$ cat src/hw/rtl/bpet_pkg.sv
// Shared types, constants and time-compare helper for the button press event tracker.
// No dependencies; every other file of the block uses this package by scoped names.
`timescale 1ns / 1ps

package bpet_pkg;

  // Lane count of the design; only the first eight lanes have pins, modes and output bits.
  localparam int BUTTONS = 8;
  localparam int LANES   = (BUTTONS < 8) ? BUTTONS : 8;

  localparam int TIME_W   = 32;
  localparam int MS_W     = 16;
  localparam int CNT_W    = 4;
  localparam int MASK_W   = 8;
  localparam int CFG_IDX_W = 8;
  localparam int CFG_DAT_W = 16;

  // Configuration register indexes
  localparam logic [CFG_IDX_W-1:0] REG_GUARD    = CFG_IDX_W'(0);
  localparam logic [CFG_IDX_W-1:0] REG_DEBOUNCE = CFG_IDX_W'(1);
  localparam logic [CFG_IDX_W-1:0] REG_LONG     = CFG_IDX_W'(2);
  localparam logic [CFG_IDX_W-1:0] REG_REPEAT   = CFG_IDX_W'(3);
  localparam logic [CFG_IDX_W-1:0] REG_COUNT    = CFG_IDX_W'(4);
  localparam logic [CFG_IDX_W-1:0] REG_MODE     = CFG_IDX_W'(5);

  // Per-button mode codes; the code for single press and the unused code act alike
  localparam logic [1:0] MODE_SINGLE = 2'd0;
  localparam logic [1:0] MODE_LONG   = 2'd1;
  localparam logic [1:0] MODE_REPEAT = 2'd2;

  typedef enum logic [1:0] {
    ST_IDLE  = 2'd0,
    ST_PRESS = 2'd1,
    ST_LONG  = 2'd2
  } bpet_state_t;

  typedef struct packed {
    logic [MS_W-1:0]   guard_ms;
    logic [MS_W-1:0]   debounce_ms;
    logic [MS_W-1:0]   long_ms;
    logic [MS_W-1:0]   rep_ms;
    logic [CNT_W-1:0]  btn_count;
    logic [2*MASK_W-1:0] modes;
  } bpet_cfg_t;

  typedef struct packed {
    logic press_ev;
    logic long_ev;
    logic rel_ev;
    logic held;
  } bpet_lane_ev_t;

  typedef struct packed {
    logic [MASK_W-1:0] press_events;
    logic [MASK_W-1:0] long_press_events;
    logic [MASK_W-1:0] release_events;
    logic [MASK_W-1:0] still_held;
  } bpet_result_t;

  // Strict unsigned now > base + delta, the sum wrapping at 2^32
  function automatic logic later_than(input logic [TIME_W-1:0] now,
                                      input logic [TIME_W-1:0] base,
                                      input logic [MS_W-1:0]   delta);
    logic [TIME_W-1:0] sum;
    sum = base + TIME_W'(delta);
    return now > sum;
  endfunction

endpackage

$ cat src/hw/rtl/bpet_cfg_regs.sv
// Configuration register file of the button press event tracker.
// Depends on bpet_pkg for the register indexes and the configuration struct.
`timescale 1ns / 1ps

module bpet_cfg_regs (
  input  logic                            clk,
  input  logic                            rst_n,
  input  logic                            wr_en,
  input  logic [bpet_pkg::CFG_IDX_W-1:0]  wr_index,
  input  logic [bpet_pkg::CFG_DAT_W-1:0]  wr_data,
  output bpet_pkg::bpet_cfg_t             cfg
);

  bpet_pkg::bpet_cfg_t cfg_r;
  bpet_pkg::bpet_cfg_t cfg_nxt;

  always_comb begin
    cfg_nxt = cfg_r;
    if (wr_en) begin
      unique case (wr_index)
        bpet_pkg::REG_GUARD:    cfg_nxt.guard_ms    = wr_data;
        bpet_pkg::REG_DEBOUNCE: cfg_nxt.debounce_ms = wr_data;
        bpet_pkg::REG_LONG:     cfg_nxt.long_ms     = wr_data;
        bpet_pkg::REG_REPEAT:   cfg_nxt.rep_ms      = wr_data;
        bpet_pkg::REG_COUNT:    cfg_nxt.btn_count   = wr_data[bpet_pkg::CNT_W-1:0];
        bpet_pkg::REG_MODE:     cfg_nxt.modes       = wr_data;
        default: ;  // drop writes beyond the register list
      endcase
    end
  end

  always_ff @(posedge clk) begin
    if (!rst_n) begin
      cfg_r.guard_ms    <= bpet_pkg::MS_W'(100);
      cfg_r.debounce_ms <= bpet_pkg::MS_W'(50);
      cfg_r.long_ms     <= bpet_pkg::MS_W'(1000);
      cfg_r.rep_ms      <= bpet_pkg::MS_W'(200);
      cfg_r.btn_count   <= '0;
      cfg_r.modes       <= '0;
    end else begin
      cfg_r <= cfg_nxt;
    end
  end

  assign cfg = cfg_r;

endmodule

$ cat config.mk
export PLATFORM = sky130hd
export DESIGN_NAME = bpet_cfg_regs
export DESIGN_NICKNAME = d
export VERILOG_FILES = /design/src/hw/rtl/bpet_pkg.sv /design/src/hw/rtl/bpet_cfg_regs.sv
export SDC_FILE = /design/constraint.sdc
export NUM_CORES = 1
export LEC_CHECK = 0
export ABC_AREA = 1
export BUFFER_PORTS_ARGS = -buffer_cell sky130_fd_sc_hd__buf_2
export CAP_MARGIN = 20
export CORE_ASPECT_RATIO = 0.8
export CORE_MARGIN = 3
export CORE_UTILIZATION = 40
export DETAILED_ROUTE_END_ITERATION = 10
export PLACE_DENSITY_LB_ADDON = 0.15
export SLEW_MARGIN = 10
export SYNTH_ARGS = -nofsm -noshare
export SYNTH_HDL_FRONTEND = slang
export SYNTH_SLANG_ARGS = --single-unit
export TNS_END_PERCENT = 50
$ cat constraint.sdc
create_clock -name clk -period 1.25 [get_ports clk]
set_input_delay 0.0625 -clock clk [delete_from_list [all_inputs] [get_ports clk]]
set_output_delay 0.0625 -clock clk [all_outputs]
set_load 0.005 [all_outputs]
; Word-level counts from Yosys, hierarchy flattened
; Cells that the tools add are included.
[op_classes]
n_eq_ne = 5
reduce_logical = 7
[ops]
columns = op, count
row1 = "== test 8 x 2 -> 1 bit, second input constant", 2
row2 = "== test 8 x 3 -> 1 bit, second input constant", 2
row3 = AND reduction 2 bit, 6
row4 = "== test 8 x 1 -> 1 bit, second input constant", 1
row5 = zero test 8 bit, 1
[word_totals]
regBits = 84

; Longest topological paths before layout
[logic_depth]
ltp_word = 2
ltp_mapped = 7
mapped_depth_nobuf = 6

; Worst setup path after synthesis
; OpenSTA, ideal clock, no wires.
[synth_timing]
kind = in2reg
start = input wr_index[3] (netlist bit)
end = register cfg_r, in the netlist cfg[39]
setup_ps = 134
arrival_ps = 798
setup_slack_ps = 319
stages = 7
path_buffers = 1
cell_sequence = inv_1 > nand3_1 > nor2_4 > buf_4 > nand2_1 > nand2_1 > nand3_1
[synth_via]
elab_chain_cells = 2
[synth_lines]
columns = element, line
row1 = from (decl), bpet_cfg_regs.sv:9  ; input logic [bpet_pkg::CFG_IDX_W-1:0] wr_index,
row2 = == test 8 x 2 -> 1 bit, bpet_cfg_regs.sv:20  ; unique case (wr_index)
row3 = AND reduction 2 bit (no line), n/a
row4 = to (signal assigned), bpet_cfg_regs.sv:41  ; cfg_r <= cfg_nxt;
row5 = to (decl), bpet_cfg_regs.sv:14  ; bpet_pkg::bpet_cfg_t cfg_r;
; No other way between the ends.
; A chain may end at the register's enable or synchronous reset.

==> reports/metrics.yaml <==
startpoint_type: "primary input"
clock-sinks: 84
die_w_um: 110
synth_top_family_by_area: "simple AND/OR/NAND/NOR gates"
pwr_density_cell_nw_per_um2: 1180
die_h_um: 89.0
core_region_area_um2: 8160
wl_per_cell_um: 14.2
post_cts_buffers: 0
syn-cell-area_um2: 3450
synth_xor_area_frac: 0
largest_reg_flops: 84
synth_nets: 508
cts_tree: "yes"
crit_required_ns: 1.50
port_buffers: 110
tightest_slew_ns: 0.369
placementRows: 29
initial_core_util: 0.422
synth.area.mux_share: 0
final_common_cell: "buf_2"
vias_per_cell: 4.99
whs_ns: 0.00511
met1_usage: 0.286
grtUsageTotal: 0.208
avgSynthCellArea_um2: 7.17
arrival_ns: 1.20
setup_viol: 0
busiest_layer: "met2"
hold_viol: 0
syn_to_final_growth_pct: 29.6
io_pins: 111
p_leak_nw: 2.13
dr_total_vias: 3482
ant_nets: 0
gp_congestion: 0.767
fin_setup_tns_ns: 0
clk_pin_slew_ns: 0.08
dr.pass1.iters: 4
syn-instance-count: 481
first_iter_violations: 196
final_cell_mix: "buf_2 (110), nand3_1 (101), nand2_1 (90), dfxtp_1 (84), nor2_1 (71)"
status: "complete, no violations"
max_cap_viol_count: 0
slew_headroom: 0.754
worst_hold_path_type: "in -> reg"
cp-end-kind: "register"
crit_path_top_delay_cell: "dlygate4sd3_1"
irDropWorstVdd_v: 0.000687
cts_buffers: 9
cpPeakStageDelay_ns: 0.54
grt_pass1_vias: 3087
clk_path_buf_depth: 2
totalWireLength_um: 9900
crit_fanout: 5
fin_crit_ns: 0.947
grt.overflow.total: 0
antenna_found_initial: 0
clock_latency_ns: 0.35
ctsResizeCount: 0
cp_cell_sequence: "dlygate4sd3_1 > buf_2 > inv_1 > nand3_1 > nand2_1 > nor2_1"
antennaDiodeCount: 0
layout-drive-gt1-share: 0.249
criticalPathCategory: "in -> reg"
drc: 0
yosys_warnings: 0
synthAdderAreaFrac: 0
dieArea_um2: 9780
finalMaxSlewViolations: 0
grt_pass1_wl_um: 15600
htreeDepth: 3
rsz0062_at_grt: "no"
ys_types: 12
use_met2: 0.328
synth-seq-cells: 84
synthSimpleGateAreaFrac: 0.331
synth-compound-area-share: 0.100
grt_max_degree: 85
final_nets: 612
cts_root_buf: "clkbuf_8"
finalCritPeriodShare: 0.758
yosysSeqAreaShare: 0.488
met3_usage: 0.0520
clock_skew_ns: 0
hpwl_um: 6780
clock.fmax_ghz: 1.06
power breakdown:
part	switching (mW)	leakage, nW	internal (mW)
sequential	0.00340	0.677	2.68
combinational	0.253	1.34	0.127
clock	0.979	0.112	1.24
total	1.24	2.13	4.04
Yosys cell counts:
library cell	count	area share
dfxtp_1	84	0.49
clkbuf_1	13	0.014
buf_6	2	0.0065
nand2_1	90	0.098
a21oi_1	69	0.10
nor2_4	1	0.0033
buf_2	23	0.033
buf_4	2	0.0044
inv_1	21	0.023
nand3_1	101	0.15
nor2_2	2	0.0036
nor2_1	73	0.079
timing repair:
| action | 4_1_cts | 5_1_grt |
|---|---|---|
| endpoints found under the hold margin | 8 | 0 |
| hold buffers | 7 | 0 |
| setup endpoints to repair | 0 | 0 |
kinds of logic after synthesis:
| group | Yosys count |
|---|---|
| flip-flops | 84 |
| AO/OA/AOI/OAI | 69 |
| AND/OR/NAND/NOR | 267 |
| buffers and inverters | 61 |
final timing paths:
check	startpoint	slack, ns	cells past startpoint	end
max reg2reg	cfg[69]	0.62	2	cfg[69]
max	wr_data[2]	0.30	6	cfg[18]
min reg2reg	cfg[41]	0.46	2	cfg[41]
min	wr_data[4]	0.005	3	cfg[56]
cell type report:
cell class                      instances  area [um2]
Clock buffer                           11         151
Clock inverter                          5        83.8
Fill cell                             843        3700
Inverter                               21        78.8
Multi-Input combinational cell        336        1500
Sequential cell                        84        1680
Tap cell                              108         135
Timing Repair Buffer                  133         841
critical path, delay by kind of cell:
| family | cells | cell delay (ns) |
|---|---|---|
| buf+inv | 3 | 0.89 |
| simple gates | 3 | 0.24 |
per-stage QoR:
step	setup slack (ns)	instances	power, mW	utilization	instance area [um2]
final	0.303	698	5.28	0.547	4470
after detailed placement	0.0445	675	3.11	0.510	4160
after global routing	0.252	698	5.48	0.547	4470
after CTS	0.306	698	5.32	0.547	4470
after floorplan	0.319	481	2.95	-	3450
after global placement	0.0658	675	3.11	0.510	4160
routing by layer:
metal	vias to the layer above	wire length [um]
li1	1776	-
met1	1591	4590
met2	107	4590
met3	8	645
met4	0	75
met5	-	0
Power figures use the tool's default switching activity.
