## src/hw/rtl/bpet_pkg.sv

```systemverilog
// Shared types, constants and time-compare helper for the button press event tracker.
// No dependencies; every other file of the block uses this package by scoped names.
`timescale 1ns / 1ps

package bpet_pkg;

  // Lane count of the design; only the first eight lanes have pins, modes and output bits.
  localparam int BUTTONS = 8;
  localparam int LANES   = (BUTTONS < 8) ? BUTTONS : 8;

  localparam int TIME_W   = 32;
  localparam int MS_W     = 16;
  localparam int CNT_W    = 4;
  localparam int MASK_W   = 8;
  localparam int CFG_IDX_W = 8;
  localparam int CFG_DAT_W = 16;

  // Configuration register indexes
  localparam logic [CFG_IDX_W-1:0] REG_GUARD    = CFG_IDX_W'(0);
  localparam logic [CFG_IDX_W-1:0] REG_DEBOUNCE = CFG_IDX_W'(1);
  localparam logic [CFG_IDX_W-1:0] REG_LONG     = CFG_IDX_W'(2);
  localparam logic [CFG_IDX_W-1:0] REG_REPEAT   = CFG_IDX_W'(3);
  localparam logic [CFG_IDX_W-1:0] REG_COUNT    = CFG_IDX_W'(4);
  localparam logic [CFG_IDX_W-1:0] REG_MODE     = CFG_IDX_W'(5);

  // Per-button mode codes; the code for single press and the unused code act alike
  localparam logic [1:0] MODE_SINGLE = 2'd0;
  localparam logic [1:0] MODE_LONG   = 2'd1;
  localparam logic [1:0] MODE_REPEAT = 2'd2;

  typedef enum logic [1:0] {
    ST_IDLE  = 2'd0,
    ST_PRESS = 2'd1,
    ST_LONG  = 2'd2
  } bpet_state_t;

  typedef struct packed {
    logic [MS_W-1:0]   guard_ms;
    logic [MS_W-1:0]   debounce_ms;
    logic [MS_W-1:0]   long_ms;
    logic [MS_W-1:0]   rep_ms;
    logic [CNT_W-1:0]  btn_count;
    logic [2*MASK_W-1:0] modes;
  } bpet_cfg_t;

  typedef struct packed {
    logic press_ev;
    logic long_ev;
    logic rel_ev;
    logic held;
  } bpet_lane_ev_t;

  typedef struct packed {
    logic [MASK_W-1:0] press_events;
    logic [MASK_W-1:0] long_press_events;
    logic [MASK_W-1:0] release_events;
    logic [MASK_W-1:0] still_held;
  } bpet_result_t;

  // Strict unsigned now > base + delta, the sum wrapping at 2^32
  function automatic logic later_than(input logic [TIME_W-1:0] now,
                                      input logic [TIME_W-1:0] base,
                                      input logic [MS_W-1:0]   delta);
    logic [TIME_W-1:0] sum;
    sum = base + TIME_W'(delta);
    return now > sum;
  endfunction

endpackage

```

## src/hw/rtl/bpet_merge.sv

```systemverilog
// Merge stage: packs the lane events into masks and buffers two results.
// Depends on bpet_pkg for the lane event and result structs.
`timescale 1ns / 1ps

module bpet_merge (
  input  logic                      clk,
  input  logic                      rst_n,
  input  logic                      push,
  input  bpet_pkg::bpet_lane_ev_t   lane_ev [bpet_pkg::LANES],
  output logic                      can_push,
  output logic                      res_valid,
  input  logic                      res_ready,
  output bpet_pkg::bpet_result_t    res
);

  bpet_pkg::bpet_result_t packed_res;
  bpet_pkg::bpet_result_t buf_r [2];
  logic       wr_ptr_r, rd_ptr_r;
  logic [1:0] cnt_r, cnt_nxt;
  logic       pop;

  always_comb begin
    packed_res = '0;
    for (int i = 0; i < bpet_pkg::LANES; i++) begin
      packed_res.press_events[i]      = lane_ev[i].press_ev;
      packed_res.long_press_events[i] = lane_ev[i].long_ev;
      packed_res.release_events[i]    = lane_ev[i].rel_ev;
      packed_res.still_held[i]        = lane_ev[i].held;
    end
  end

  assign can_push  = (cnt_r != 2'd2);
  assign res_valid = (cnt_r != 2'd0);
  assign pop       = res_valid && res_ready;
  assign res       = buf_r[rd_ptr_r];

  always_comb begin
    cnt_nxt = cnt_r;
    if (push && !pop)      cnt_nxt = cnt_r + 2'd1;
    else if (!push && pop) cnt_nxt = cnt_r - 2'd1;
  end

  always_ff @(posedge clk) begin
    if (push) buf_r[wr_ptr_r] <= packed_res;
  end

  always_ff @(posedge clk) begin
    if (!rst_n) begin
      wr_ptr_r <= 1'b0;
      rd_ptr_r <= 1'b0;
      cnt_r    <= 2'd0;
    end else begin
      if (push) wr_ptr_r <= ~wr_ptr_r;
      if (pop)  rd_ptr_r <= ~rd_ptr_r;
      cnt_r <= cnt_nxt;
    end
  end

endmodule

```

## config.mk

```make
export PLATFORM = sky130hd
export DESIGN_NAME = bpet_merge
export DESIGN_NICKNAME = d
export VERILOG_FILES = /design/src/hw/rtl/bpet_pkg.sv /design/src/hw/rtl/bpet_merge.sv
export SDC_FILE = /design/constraint.sdc
export NUM_CORES = 1
export LEC_CHECK = 0
export BUFFER_PORTS_ARGS = -buffer_cell sky130_fd_sc_hd__buf_2
export CAP_MARGIN = 10
export CORE_UTILIZATION = 27
export CTS_CLUSTER_DIAMETER = 150
export CTS_CLUSTER_SIZE = 8
export DETAILED_ROUTE_END_ITERATION = 8
export MAX_ROUTING_LAYER = met4
export PLACE_DENSITY = 0.52
export SYNTH_ARGS = -nofsm -noshare
export SYNTH_HDL_FRONTEND = slang
export SYNTH_SLANG_ARGS = --single-unit
```

## constraint.sdc

```tcl
create_clock -name clk -period 5.88 [get_ports clk]
set_clock_uncertainty 0.15 [all_clocks]
set_input_delay 0.294 -clock clk [delete_from_list [all_inputs] [get_ports clk]]
set_output_delay 0.294 -clock clk [all_outputs]
set_load 0.01 [all_outputs]
```

Yosys cells after proc, flatten, opt, wreduce, memory -nomap -nowiden
Memories as Yosys holds them, arrays and structs flattened. A register that Yosys moved wholly into a read port is not among the register bits.
Index checks and enable logic that the tools add are counted.
- bits of input ports: 36
- word-level logic and storage cells: 22
- output and inout bits: 34
- memories kept: 1
- memory bits (writable): 64
- register bits: 4
- memories (memory ; depth ; width ; rd ports ; clocked after memory_dff ; write ports ; line ; source):
    buf_r ; 2 ; 32 ; 1 ; 1 ; 1 ; bpet_merge.sv:17 ; bpet_pkg::bpet_result_t buf_r [2];
- add/sub/neg operators: 2
- bitwise gates (word level): 2
- muxes and demuxes: 6
- reduce and logical (&&, ||, !) cells: 7
- equality and inequality tests: 1
- operators by type and width (kind ; count):
    $mux 1 ; 4
    $mux 2 ; 2
    $reduce_bool 2->1 ; 2
    $logic_and 1x1->1 ; 3
    $add 2x1->2 const B ; 1
    $logic_not 1->1 ; 2
    $ne 2x2->1 const B ; 1
    $not 1->1 ; 2
    $sub 2x1->2 const B ; 1

Depth between registers and ports, before layout
- word-level depth: 5
- mapped depth: 5
- gate-level depth less buffers: 5

Worst setup path before layout
Ideal clock, no wire load.
- path type: reg-to-reg
- start: register wr_ptr_r
- end: memory buf_r[0][0] in the netlist's numbering (enable)
- arrival: 1.776 ns
- path buffers: 0
- cell stages (with the launch flop): 2
- setup slack: 3.528 ns
- clock period less this slack: 2.352 ns
- setup time: 0.426 ns
- required time: 5.304 ns
- path through: dfxtp_1 -> nor2b_1
- RTL lines (item ; line ; source):
    from (decl) ; bpet_merge.sv:18 ; logic wr_ptr_r, rd_ptr_r;
    from (signal assigned) ; bpet_merge.sv:53 ; if (push) wr_ptr_r <= ~wr_ptr_r;
    to (decl) ; bpet_merge.sv:17 ;
Straight into the memory's write port.

==> key figures <==
Flow run
  – Max-Cap Viols: 0

Clock network
  – Post CTS Setup Buffer Count: 0
  – Num CTS Buffers: 9
  – Htree depth: 3
  – CTS Hold Buffers Added: 32
  – Clock edge transition at the registers on the reported setup and hold paths: around 0.07 ns
  – Max clock buf depth: 2
  – Num Clock Sinks: 69
  – Post_cts resized: 0
  – TritonCTS clock tree: built
  – Worst-Skew Late Latency: 0.33 ns
  – Root Buffer: clkbuf_8

Logic synthesis
  – Number of synthesized register bits: between 60 and 70
  – Synth Net Count: between 150 and 200
  – Post-synthesis cell type count: 16
  – Synth Warn #: 0
  – Most frequent cells after synthesis: 64 x edfxtp_1, 32 x mux2_1, 5 x dfxtp_1, 4 x and2_1, 4 x buf_2
  – Cell with the most instances after synthesis: edfxtp_1
  – EDFF count, synth: 64
  – Synth Area per Inst: between 20 and 25 sq um
  – Register area share after synthesis: about 80%
  – Top cell type's share of synthesized area: between 70 and 80%
  – Synth area leader: edfxtp_1
  – Post-Syn Area: approximately 2500 sq um
  – Leading cell types by total area after synthesis: edfxtp_1 76%, mux2_1 14%, dfxtp_1 4.0%, and2_1 0.99%, buf_2 0.79%
  – Commonest register cell after synthesis: edfxtp_1
  – Post-synth ARST share: 0%
  – Cells after Synth: 122

Global routing
  – First-pass GRT wire length: 7.49 mm
  – Total track usage: a little over a tenth
  – Vias in the first global route: between 1000 and 1500
  – Initial antenna violation count: 0
  – Largest net degree at the start of global routing: 34
  – Gr ovfl total: 0

Cells and area
  – Fin nets: 267
  – Layout cell share with drive strength beyond 1: a little under two fifths
  – Layout area overhead: 39.8%
  – Inserted Diodes: 0
  – Final core utilization: between 30 and 40%

Critical path
  – Startpoint types: flop
  – R2r endpoint: buf_r[0][9]
  – Worst R2R Setup Slack: roughly 4.2 ns
  – Crit path kind: reg -> out
  – Req. time, crit path: roughly 5.4 ns
  – CP max FO: 32
  – Cell Chain, Critical Path: mux2_1 -> buf_2
  – Worst EP arrival: 1.79 ns
  – Worst reg2reg path startpoint: wr_ptr_r
  – Top cell family by delay on the critical path: flip-flops
  – CP bufs+invs: 1
  – Slowest stage cell, crit path: dfxtp_2
  – R2R cell count: 1
  – CP endpoint kind: output port
  – Worst path max stage delay: ~0.86 ns

Timing
  – Max Fclk: 447 MHz
  – Worst-Margin Slew: roughly 0.99 ns
  – Final Cycle Share: around two fifths
  – Total negative slack: 0 ns
  – Hold slack final: approximately 0.076 ns
  – Slew Limit Fails: 0
  – Fin crit period: 2.24 ns
  – Worst slew margin: between 30% and 40%
  – Hold Fails Final Rpt: 0
  – Unrepaired setup endpoints after global routing: false
  – Setup violations, final: 0

Floorplan
  – Placeable Area: 8890 sq um
  – Starting Density: between 20% and 30%
  – Die W: 98.7 um
  – # rows: 34
  – Die height: 98.7 um
  – I/O pins: 70
  – Die area: 9730 sq um

Pwr
  – Peak VDD IR: 0.000166 V
  – Leakage power: ~0.0013 uW
  – Power per cell area: 365 nW/um^2

Drt
  – DRT iter0 DRCs: 14
  – WL per Instance: ~13 um
  – DR pass1 iterations: 4
  – Final ANT Viol Nets: 0
  – DRC: 0
  – Routed vias/inst: between 4 and 5
  – Total wire length: 4.49 mm
  – Routed via count: 1417

Hold path
  – WHS Path Cells: 2
  – Hold endpoint: wr_ptr_r
  – Min-delay worst type: in -> reg
  – Hold path start: rst_n

Placed design
  – I/O Buffers: between 60 and 70
  – Post-DP HPWL: between 2 and 3 mm
  – Placer Congestion: ~0.66

Status
  – Status: finished, final reports clean
[routing by layer]
layer / up-vias / GRT usage, % / wire length (um)
met5: - / - / 0
met4: 0 / 7.58 / 116
met3: 10 / 2.41 / 163
met2: 45 / 16.0 / 2120
met1: 678 / 13.1 / 2090
li1: 684 / - / -
[stage by stage]
stage / setup slack (ns) / area [sq um] / std cells / power, uW
2_1_floorplan: 3.53 / 2520 / 122 / 777
3_3_place_gp: 3.97 / 2990 / 295 / 876
3_5_place_dp: 3.97 / 2990 / 295 / 878
4_1_cts: 3.57 / 3530 / 343 / 1320
5_1_grt: 3.50 / 3530 / 343 / 1360
6_report: 3.64 / 3530 / 343 / 1290
[placed cells by master, fill, tap and decap left out]
master	netlist	layout
buf_2	4	69
edfxtp_1	64	64
mux2_1	32	32
dlygate4sd3_1	0	32
clkbuf_8	0	9
dfxtp_1	5	4
and2_1	4	3
xnor2_1	2	2
bufinv_16	0	2
clkinv_2	0	2
or2_1	1	1
o21ai_1	1	1
and2_2	0	1
nand2b_1	1	1
nor2b_4	0	1
nor2b_1	2	1
o21a_1	1	1
xor2_1	1	1
o21ai_0	1	1
or3_1	1	1
a21boi_1	1	1
ha_1	1	1
dfxtp_2	0	1
clkinv_4	0	1
clkinvlp_4	0	1
clkinv_1	0	1
[power by group]
part	internal [uW]	switching [uW]
clock network	236	175
registers	576	52.0
logic	140	109
total	953	336
[flip-flops by register name, summed over array words and instances, names as in the netlist, named ones only]
name and count:
buf_r 64, cnt_r 2, rd_ptr_r 1, wr_ptr_r 1
[cells by family after synthesis]
logic type	after synthesis	synth area share [%]
adders and majority gates	1	0.496
buffers and inverters	4	0.794
muxes	32	14.3
AOI/OAI and AO/OA	4	0.992
and+or+nand+nor	9	2.23
xor gates and xnor gates	3	1.04
DFF	69	80.2
[layout make-up]
type / instances / area, sq um
fill: 813 / 5360
sequential: 69 / 2020
timing repair buffer: 101 / 666
multi-input combinational: 49 / 489
tap: 108 / 135
clock buffer: 9 / 124
clock inverter: 7 / 90.1
[worst max path at each step]
stage | start | endpoint | slack, ns | cells after the start
after global routing | flop | res[1] | 3.50 | 2
after global placement | flop | res[24] | 3.97 | 2
after floorplan | wr_ptr_r | buf_r[0][0] | 3.53 | 1
after CTS | flop | res[24] | 3.57 | 2
after detailed placement | flop | res[24] | 3.97 | 2
final | flop | res[31] | 3.64 | 2
No activity file was read; power rests on OpenSTA's default activity.
