[config.mk]
export PLATFORM = sky130hd
export DESIGN_NAME = bpet_lane
export DESIGN_NICKNAME = d
export VERILOG_FILES = /design/src/hw/rtl/bpet_pkg.sv /design/src/hw/rtl/bpet_lane.sv
export SDC_FILE = /design/constraint.sdc
export NUM_CORES = 1
export LEC_CHECK = 0
export ABC_AREA = 1
export BUFFER_PORTS_ARGS = -buffer_cell sky130_fd_sc_hd__buf_2
export CAP_MARGIN = 20
export CORE_MARGIN = 5
export CORE_UTILIZATION = 45
export CTS_BUF_LIST = sky130_fd_sc_hd__clkbuf_16
export DETAILED_ROUTE_END_ITERATION = 7
export HOLD_SLACK_MARGIN = 0.15
export MAX_ROUTING_LAYER = met4
export PLACE_DENSITY = 0.64
export RECOVER_POWER = 25
export SYNTH_ARGS = -nofsm -noshare
export SYNTH_HDL_FRONTEND = slang
export SYNTH_SLANG_ARGS = --single-unit
export TNS_END_PERCENT = 30
[constraint.sdc]
create_clock -name clk -period 10.2 [get_ports clk]
set_clock_uncertainty 0.15 [all_clocks]
set_input_delay 2.55 -clock clk [delete_from_list [all_inputs] [get_ports clk]]
set_output_delay 2.55 -clock clk [all_outputs]
set_load 0.02 [all_outputs]
[src/hw/rtl/bpet_pkg.sv]
// Shared types, constants and time-compare helper for the button press event tracker.
// No dependencies; every other file of the block uses this package by scoped names.
`timescale 1ns / 1ps

package bpet_pkg;

  // Lane count of the design; only the first eight lanes have pins, modes and output bits.
  localparam int BUTTONS = 8;
  localparam int LANES   = (BUTTONS < 8) ? BUTTONS : 8;

  localparam int TIME_W   = 32;
  localparam int MS_W     = 16;
  localparam int CNT_W    = 4;
  localparam int MASK_W   = 8;
  localparam int CFG_IDX_W = 8;
  localparam int CFG_DAT_W = 16;

  // Configuration register indexes
  localparam logic [CFG_IDX_W-1:0] REG_GUARD    = CFG_IDX_W'(0);
  localparam logic [CFG_IDX_W-1:0] REG_DEBOUNCE = CFG_IDX_W'(1);
  localparam logic [CFG_IDX_W-1:0] REG_LONG     = CFG_IDX_W'(2);
  localparam logic [CFG_IDX_W-1:0] REG_REPEAT   = CFG_IDX_W'(3);
  localparam logic [CFG_IDX_W-1:0] REG_COUNT    = CFG_IDX_W'(4);
  localparam logic [CFG_IDX_W-1:0] REG_MODE     = CFG_IDX_W'(5);

  // Per-button mode codes; the code for single press and the unused code act alike
  localparam logic [1:0] MODE_SINGLE = 2'd0;
  localparam logic [1:0] MODE_LONG   = 2'd1;
  localparam logic [1:0] MODE_REPEAT = 2'd2;

  typedef enum logic [1:0] {
    ST_IDLE  = 2'd0,
    ST_PRESS = 2'd1,
    ST_LONG  = 2'd2
  } bpet_state_t;

  typedef struct packed {
    logic [MS_W-1:0]   guard_ms;
    logic [MS_W-1:0]   debounce_ms;
    logic [MS_W-1:0]   long_ms;
    logic [MS_W-1:0]   rep_ms;
    logic [CNT_W-1:0]  btn_count;
    logic [2*MASK_W-1:0] modes;
  } bpet_cfg_t;

  typedef struct packed {
    logic press_ev;
    logic long_ev;
    logic rel_ev;
    logic held;
  } bpet_lane_ev_t;

  typedef struct packed {
    logic [MASK_W-1:0] press_events;
    logic [MASK_W-1:0] long_press_events;
    logic [MASK_W-1:0] release_events;
    logic [MASK_W-1:0] still_held;
  } bpet_result_t;

  // Strict unsigned now > base + delta, the sum wrapping at 2^32
  function automatic logic later_than(input logic [TIME_W-1:0] now,
                                      input logic [TIME_W-1:0] base,
                                      input logic [MS_W-1:0]   delta);
    logic [TIME_W-1:0] sum;
    sum = base + TIME_W'(delta);
    return now > sum;
  endfunction

endpackage

[src/hw/rtl/bpet_lane.sv]
// One button lane: debounce, press, long-press and auto-repeat tracking.
// Depends on bpet_pkg for the state enum, mode codes and time compare.
`timescale 1ns / 1ps

module bpet_lane (
  input  logic                           clk,
  input  logic                           rst_n,
  input  logic                           poll,      // a poll transfers this cycle
  input  logic                           enabled,   // lane is registered
  input  logic [bpet_pkg::TIME_W-1:0]    now_ms,
  input  logic                           active,
  input  logic [1:0]                     mode,
  input  bpet_pkg::bpet_cfg_t            cfg,
  output bpet_pkg::bpet_lane_ev_t        ev
);

  logic [bpet_pkg::TIME_W-1:0] track_r, track_nxt;
  logic [bpet_pkg::TIME_W-1:0] last_r, last_nxt;
  bpet_pkg::bpet_state_t       state_r, state_nxt;

  logic tracking;
  logic guard_done, debounce_done, long_done, rep_done;

  assign tracking      = (track_r != '0);
  assign guard_done    = bpet_pkg::later_than(now_ms, last_r, cfg.guard_ms);
  assign debounce_done = bpet_pkg::later_than(now_ms, track_r, cfg.debounce_ms);
  assign long_done     = bpet_pkg::later_than(now_ms, track_r, cfg.long_ms);
  assign rep_done      = bpet_pkg::later_than(now_ms, last_r, cfg.rep_ms);

  // Next state
  always_comb begin
    track_nxt = track_r;
    last_nxt  = last_r;
    state_nxt = state_r;
    if (!enabled) begin
      track_nxt = '0;
      last_nxt  = '0;
      state_nxt = bpet_pkg::ST_IDLE;
    end else if (!tracking) begin
      if (active && guard_done) track_nxt = now_ms;
    end else if (active) begin
      unique case (state_r)
        bpet_pkg::ST_IDLE: begin
          if (debounce_done) begin
            state_nxt = bpet_pkg::ST_PRESS;
            last_nxt  = now_ms;
          end
        end
        bpet_pkg::ST_PRESS: begin
          if (mode == bpet_pkg::MODE_LONG && long_done) begin
            state_nxt = bpet_pkg::ST_LONG;
            last_nxt  = now_ms;
          end else if (mode == bpet_pkg::MODE_REPEAT && rep_done) begin
            last_nxt = now_ms;
          end
        end
        default: ;
      endcase
    end else if (state_r == bpet_pkg::ST_IDLE) begin
      // drop a glitch that never became a press
      if (debounce_done) begin
        track_nxt = '0;
        last_nxt  = now_ms;
      end
    end else begin
      state_nxt = bpet_pkg::ST_IDLE;
      track_nxt = '0;
      last_nxt  = now_ms;
    end
  end

  // Outputs
  always_comb begin
    ev = '0;
    if (enabled && tracking) begin
      if (active) begin
        ev.press_ev = (state_r == bpet_pkg::ST_IDLE && debounce_done) ||
                      (state_r == bpet_pkg::ST_PRESS && mode == bpet_pkg::MODE_REPEAT &&
                       rep_done);
        ev.long_ev  = state_r == bpet_pkg::ST_PRESS && mode == bpet_pkg::MODE_LONG &&
                      long_done;
      end else begin
        ev.rel_ev = (state_r != bpet_pkg::ST_IDLE);
      end
    end
    ev.held = enabled && active && (state_nxt != bpet_pkg::ST_IDLE);
  end

  always_ff @(posedge clk) begin
    if (!rst_n) begin
      track_r <= '0;
      last_r  <= '0;
      state_r <= bpet_pkg::ST_IDLE;
    end else if (poll) begin
      track_r <= track_nxt;
      last_r  <= last_nxt;
      state_r <= state_nxt;
    end
  end

endmodule

# Word-level counts from Yosys, hierarchy flattened
# Cells that the tools add are included.
# totals
out_inout_bits,4
in_bits,123
ff_bits,66
# classes
order_cmp,4
eq_ne,9
addsub,4
reduce_logical,18
n_mux,24
# ops
cell,n
$mux 32,13
$add 32x16->32,4
$gt 32x32->1,4
$pmux 32 s2,1
$reduce_bool 32->1,1
$mux 2,7
$logic_and 1x1->1,11
$reduce_and 4->1,2
$ne 5x5->1 const B,1
$eq 2x1->1 const B,2
$ne 4x2->1 const B,1
$ne 4x4->1 const B,1
$pmux 2 s2,1
$reduce_bool 2->1,2
$mux 3,1
$ne 3x1->1 const B,1
$ne 3x3->1 const B,1
$eq 2x2->1 const B,1
$logic_not 2->1,1
$ne 2x1->1 const B,1
$logic_or 1x1->1,1
$mux 1,1

# Logic depth before layout (Yosys ltp)
# logic_depth
word_depth,10
mapped_depth,28
ltp_nobuf,27

# Worst setup path before layout
# OpenSTA, ideal clock, no wires.
# synth_timing
path_kind,input-to-output
startpoint,input port cfg[52] (netlist bit)
endpoint,output port ev[0] (netlist bit)
n_path_buf,1
cell_stages,25
arrival_time_ps,5827
required_ps,7500
setup_slack_ps,1673
path_cell_list,ha_1 inv_1 fa_1 o21ai_1 a21boi_1 o21bai_2 a21boi_1 o21ai_0 nand3_1 nand3_1 nand2_1 ha_1 nand2_1 nor2_1 nand2_1 nor4_4 nand2_1 nand2_1 nand2_4 buf_2 o21ai_0 nand3_1 nand3_1 nand2_1 inv_1
# synth_rtl
element,line,text
from (decl),bpet_lane.sv:13,"input bpet_pkg::bpet_cfg_t cfg,"
to (decl),bpet_lane.sv:14,output bpet_pkg::bpet_lane_ev_t ev

==> key figures <==
Status
  – Status: complete, but fails checks
  – Failing checks: capacitance limit, slew limit

Synthesis
  – Syn_area_per_cell: between 6 and 7 µm²
  – Synth warn: 0
  – Syn nets: just over 2,000
  – Async set-reset flop share out of synthesis: 0
  – Most common flop cell mapped by yosys: dfxtp_1
  – Ranking of synthesized cells by area: ha_1 (22%), nand2_1 (13%), dfxtp_1 (12%), nor2_1 (9.1%), a21oi_1 (7.4%)
  – Synthesized area: 10,700 µm²
  – EDFF count, synth: 0
  – Top cell type's share of synthesized area: 0.224
  – Cells after Synth: approximately 1,700
  – Post-synthesis sequential area ratio: 0.123
  – Number of synthesized register bits: 66
  – Dominant cell type by area after synthesis: ha_1
  – Synth cell types: 46

Die
  – Width of the die: ~160 µm
  – Initial Util: 0.457
  – Die area: 27,000 µm²
  – Die H: around 160 µm
  – Row cnt: 56
  – IO Count: approximately 130
  – Core area: between 20,000 and 25,000 µm²

Pwr
  – Pint: approximately 660 µW
  – Leak: roughly 0.0057 µW
  – Sw frac: 0.430
  – Sequential Power Share: 0.255
  – Clk pwr share: 0.286
  – Comb pwr share: 0.458
  – Pwr Density: slightly below 100 nW/µm²
  – Net Sw Power: slightly below 500 µW
  – Max VDD drop: around 83 µV
  – Power, Total: 1150 µW

Routing
  – First-pass DRT Iterations: 6
  – Via count: ~11,000
  – DRT iter0 DRCs: 791
  – Final ANT Viol Nets: 0
  – Drt total wl: around 33,000 µm
  – Via-to-Cell Ratio: 5.27
  – Remaining DRCs: 0
  – WL per Instance: about 16 µm

Setup path
  – Crit Path Max Fanout: 6
  – Worst R2R End: track_r[18]
  – Launching point of the worst reg2reg path: track_r[0]
  – CP Class: input pin to output port
  – Arr. time, crit path: between 6 and 7 ns
  – Nature of the critical path endpoint: output port
  – Required @ worst endpoint: roughly 7.5 ns
  – Setup crit start kind: input pin
  – R2r worst-path depth: 24
  – Worst setup path end: ev[0]
  – FF-to-FF setup slack: 2.88 ns
  – Worst Setup SP: cfg[49]

Clocking
  – CTS tree: done
  – Reg clk slew, reported paths: ~0.06 ns
  – Num Clock Sinks: 66
  – # resized after CTS: 0
  – Cts hold-fix bufs: 0
  – Worst-Skew Late Latency: ~0.35 ns
  – Num CTS Buffers: 9
  – H-Tree Depth: 3
  – Root buffer cell: clkbuf_16
  – Setup repair bufs after CTS: 0
  – Maximum clock path buffer count: 2

STA
  – Setup tns final: 0 ns
  – Tmin final: between 9 and 10 ns
  – Unrepaired setup endpoints after global routing: false
  – Slew margin rel.: -0.378
  – FMAX: 105 MHz
  – Worst Tran Pin Value: a little over 2 ns
  – Hold Fails Final Rpt: 0
  – Fin. max-slew vios: 52
  – Tcrit/Tclk final: 0.930
  – Worst hold slack: between 0.3 and 0.4 ns
  – # setup viols final: 0

GRT
  – First-pass GRT wire length: between 50,000 and 60,000 µm
  – Grt ovf: 0
  – Largest net degree at the start of global routing: 52
  – Number of global-route vias before repair: between 10,000 and 15,000
  – Total GRT Usage: 0.253
  – Initial antenna violation count: 1

Worst hold path
  – WHS Path Cells: 2
  – Worst hold path class: flip-flop to flip-flop

Placement
  – DP Wirelength: about 27,000 µm
  – Post-DP Area: 11,500 µm²
  – Global placer's final weighted congestion: about 0.94
  – Placed cell count: roughly 2,100
  – Number of port buffers: 106

Flow run
  – Max Cap Viol: 1

Final layout
  – Final Cell Area: between 10,000 and 15,000 µm²
  – Area Overhead vs Synth: 9.33%
  – Fillers: between 2,000 and 2,500
  – Layout cells sized above 1: 0.0750
  – Final nets: about 2,100
  – Finished Layout Cells: 2,119
-- area by class of cell --
cell class                 count  area (µm²)  area share
clock buffer                   9         225      0.0192
clock inverter                 6        58.8     0.00502
timing repair buffer         108         542      0.0462
tap                          319         399      0.0341
inverter                     213         800      0.0682
antenna                        1        2.50    0.000214
multi-input combinational   1397        8370       0.714
sequential                    66        1320       0.113
-- per-layer routing --
layer,GRT usage,up-vias,part of all wire
met5,-,-,0
met4,0.0633,0,0.020
met3,0.0309,40,0.055
met2,0.407,259,0.45
met1,0.339,5050,0.48
li1,-,5820,-
-- placed cells by master (no fill, tap or decap), types with 4 or more instances in the layout --
cell type,Yosys,routed
nand2_1,375,376
a21oi_1,159,159
nand3_1,82,82
o21a_1,10,10
buf_2,14,105
a21o_1,8,8
nor3_1,36,36
ha_1,192,192
inv_1,207,207
o21ai_0,57,59
xor2_1,81,81
nor4_1,8,8
xnor2_1,34,34
inv_2,4,4
dfxtp_1,66,66
clkbuf_16,0,9
o21bai_1,6,6
fa_1,4,4
clkinv_1,2,4
nor2_1,259,259
nand4_1,39,40
o21ai_1,11,9
a31oi_1,9,9
-- cell families (layout without fill, tap and decap cells) --
| kind of cell | Yosys count | in the layout | synth area share |
|---|---|---|---|
| simple gates | 815 | 815 | 0.321 |
| other cells | 0 | 1 | 0 |
| fa+ha+maj | 196 | 196 | 0.232 |
| buf+inv | 251 | 336 | 0.0938 |
| flops | 66 | 66 | 0.123 |
| xor+xnor | 115 | 115 | 0.0940 |
| compound gates | 271 | 271 | 0.137 |
-- cell usage after synthesis (2+ instances only) --
master and number:
inv_1 207, o21ai_1 11, nor3b_1 2, clkbuf_1 13, and2_1 2, xor2_1 81
nand2_2 2, a31oi_1 9, o21bai_1 6, dfxtp_1 66, buf_6 2, buf_4 8
nor3b_2 2, a21boi_1 2, ha_1 192, buf_2 14, o221ai_1 2, nand2_1 375
nor4_1 8, a21o_1 8, nor3_1 36, clkinv_1 2, xnor2_1 34, nor2_1 259
fa_1 4, o2111ai_1 2, nand4_1 39, inv_2 4, o21a_1 10, nand3_1 82
o21ai_0 57, a21oi_1 159
-- worst min path at each step --
stage                        to   startpoint  slack [ns]
floorplan           track_r[21]  track_r[21]        0.32
global placement    track_r[21]  track_r[21]        0.36
detailed placement  track_r[21]  track_r[21]        0.37
CTS                 track_r[21]  track_r[21]        0.37
global route        track_r[21]  track_r[21]        0.41
finish              track_r[21]  track_r[21]        0.38
-- power groups by stage --
stage          combinational (µW)  sequential [µW]  clock, µW
6_report                      527              294        330
5_1_grt                       605              296        344
4_1_cts                       524              293        336
3_5_place_dp                  520              299          0
3_3_place_gp                  510              299          0
2_1_floorplan                 389              291          0
-- flip-flops by register name, indices dropped and copies added, names as in the netlist --
signal / cells
last_r: 32
track_r: 32
state_r: 2
-- critical path: stages --
cell	delay [ns]
buf_2	0.10
ha_1	0.38
nand2_1	0.09
nor2_1	0.10
inv_1	0.06
nor3_1	0.32
nand3_1	0.25
nand3_1	0.25
nor3b_1	0.63
nand2_1	0.14
xor2_1	0.18
ha_1	0.31
a21oi_1	0.14
o21ai_0	0.16
nand2_1	0.10
nand2_1	0.05
a21oi_1	0.24
nand2_1	0.14
nand3_1	0.08
nand3_1	0.11
nand3_1	0.09
nand2_1	0.05
inv_1	0.10
buf_2	0.18
-- through the flow --
step / worst slack (ns) / util
after floorplan: 1.67 / -
after global placement: 0.992 / 0.488
after detailed placement: 0.970 / 0.488
after CTS: 0.965 / 0.500
after global routing: 0.362 / 0.499
final: 0.713 / 0.499
(Power assumes the default switching activity.)
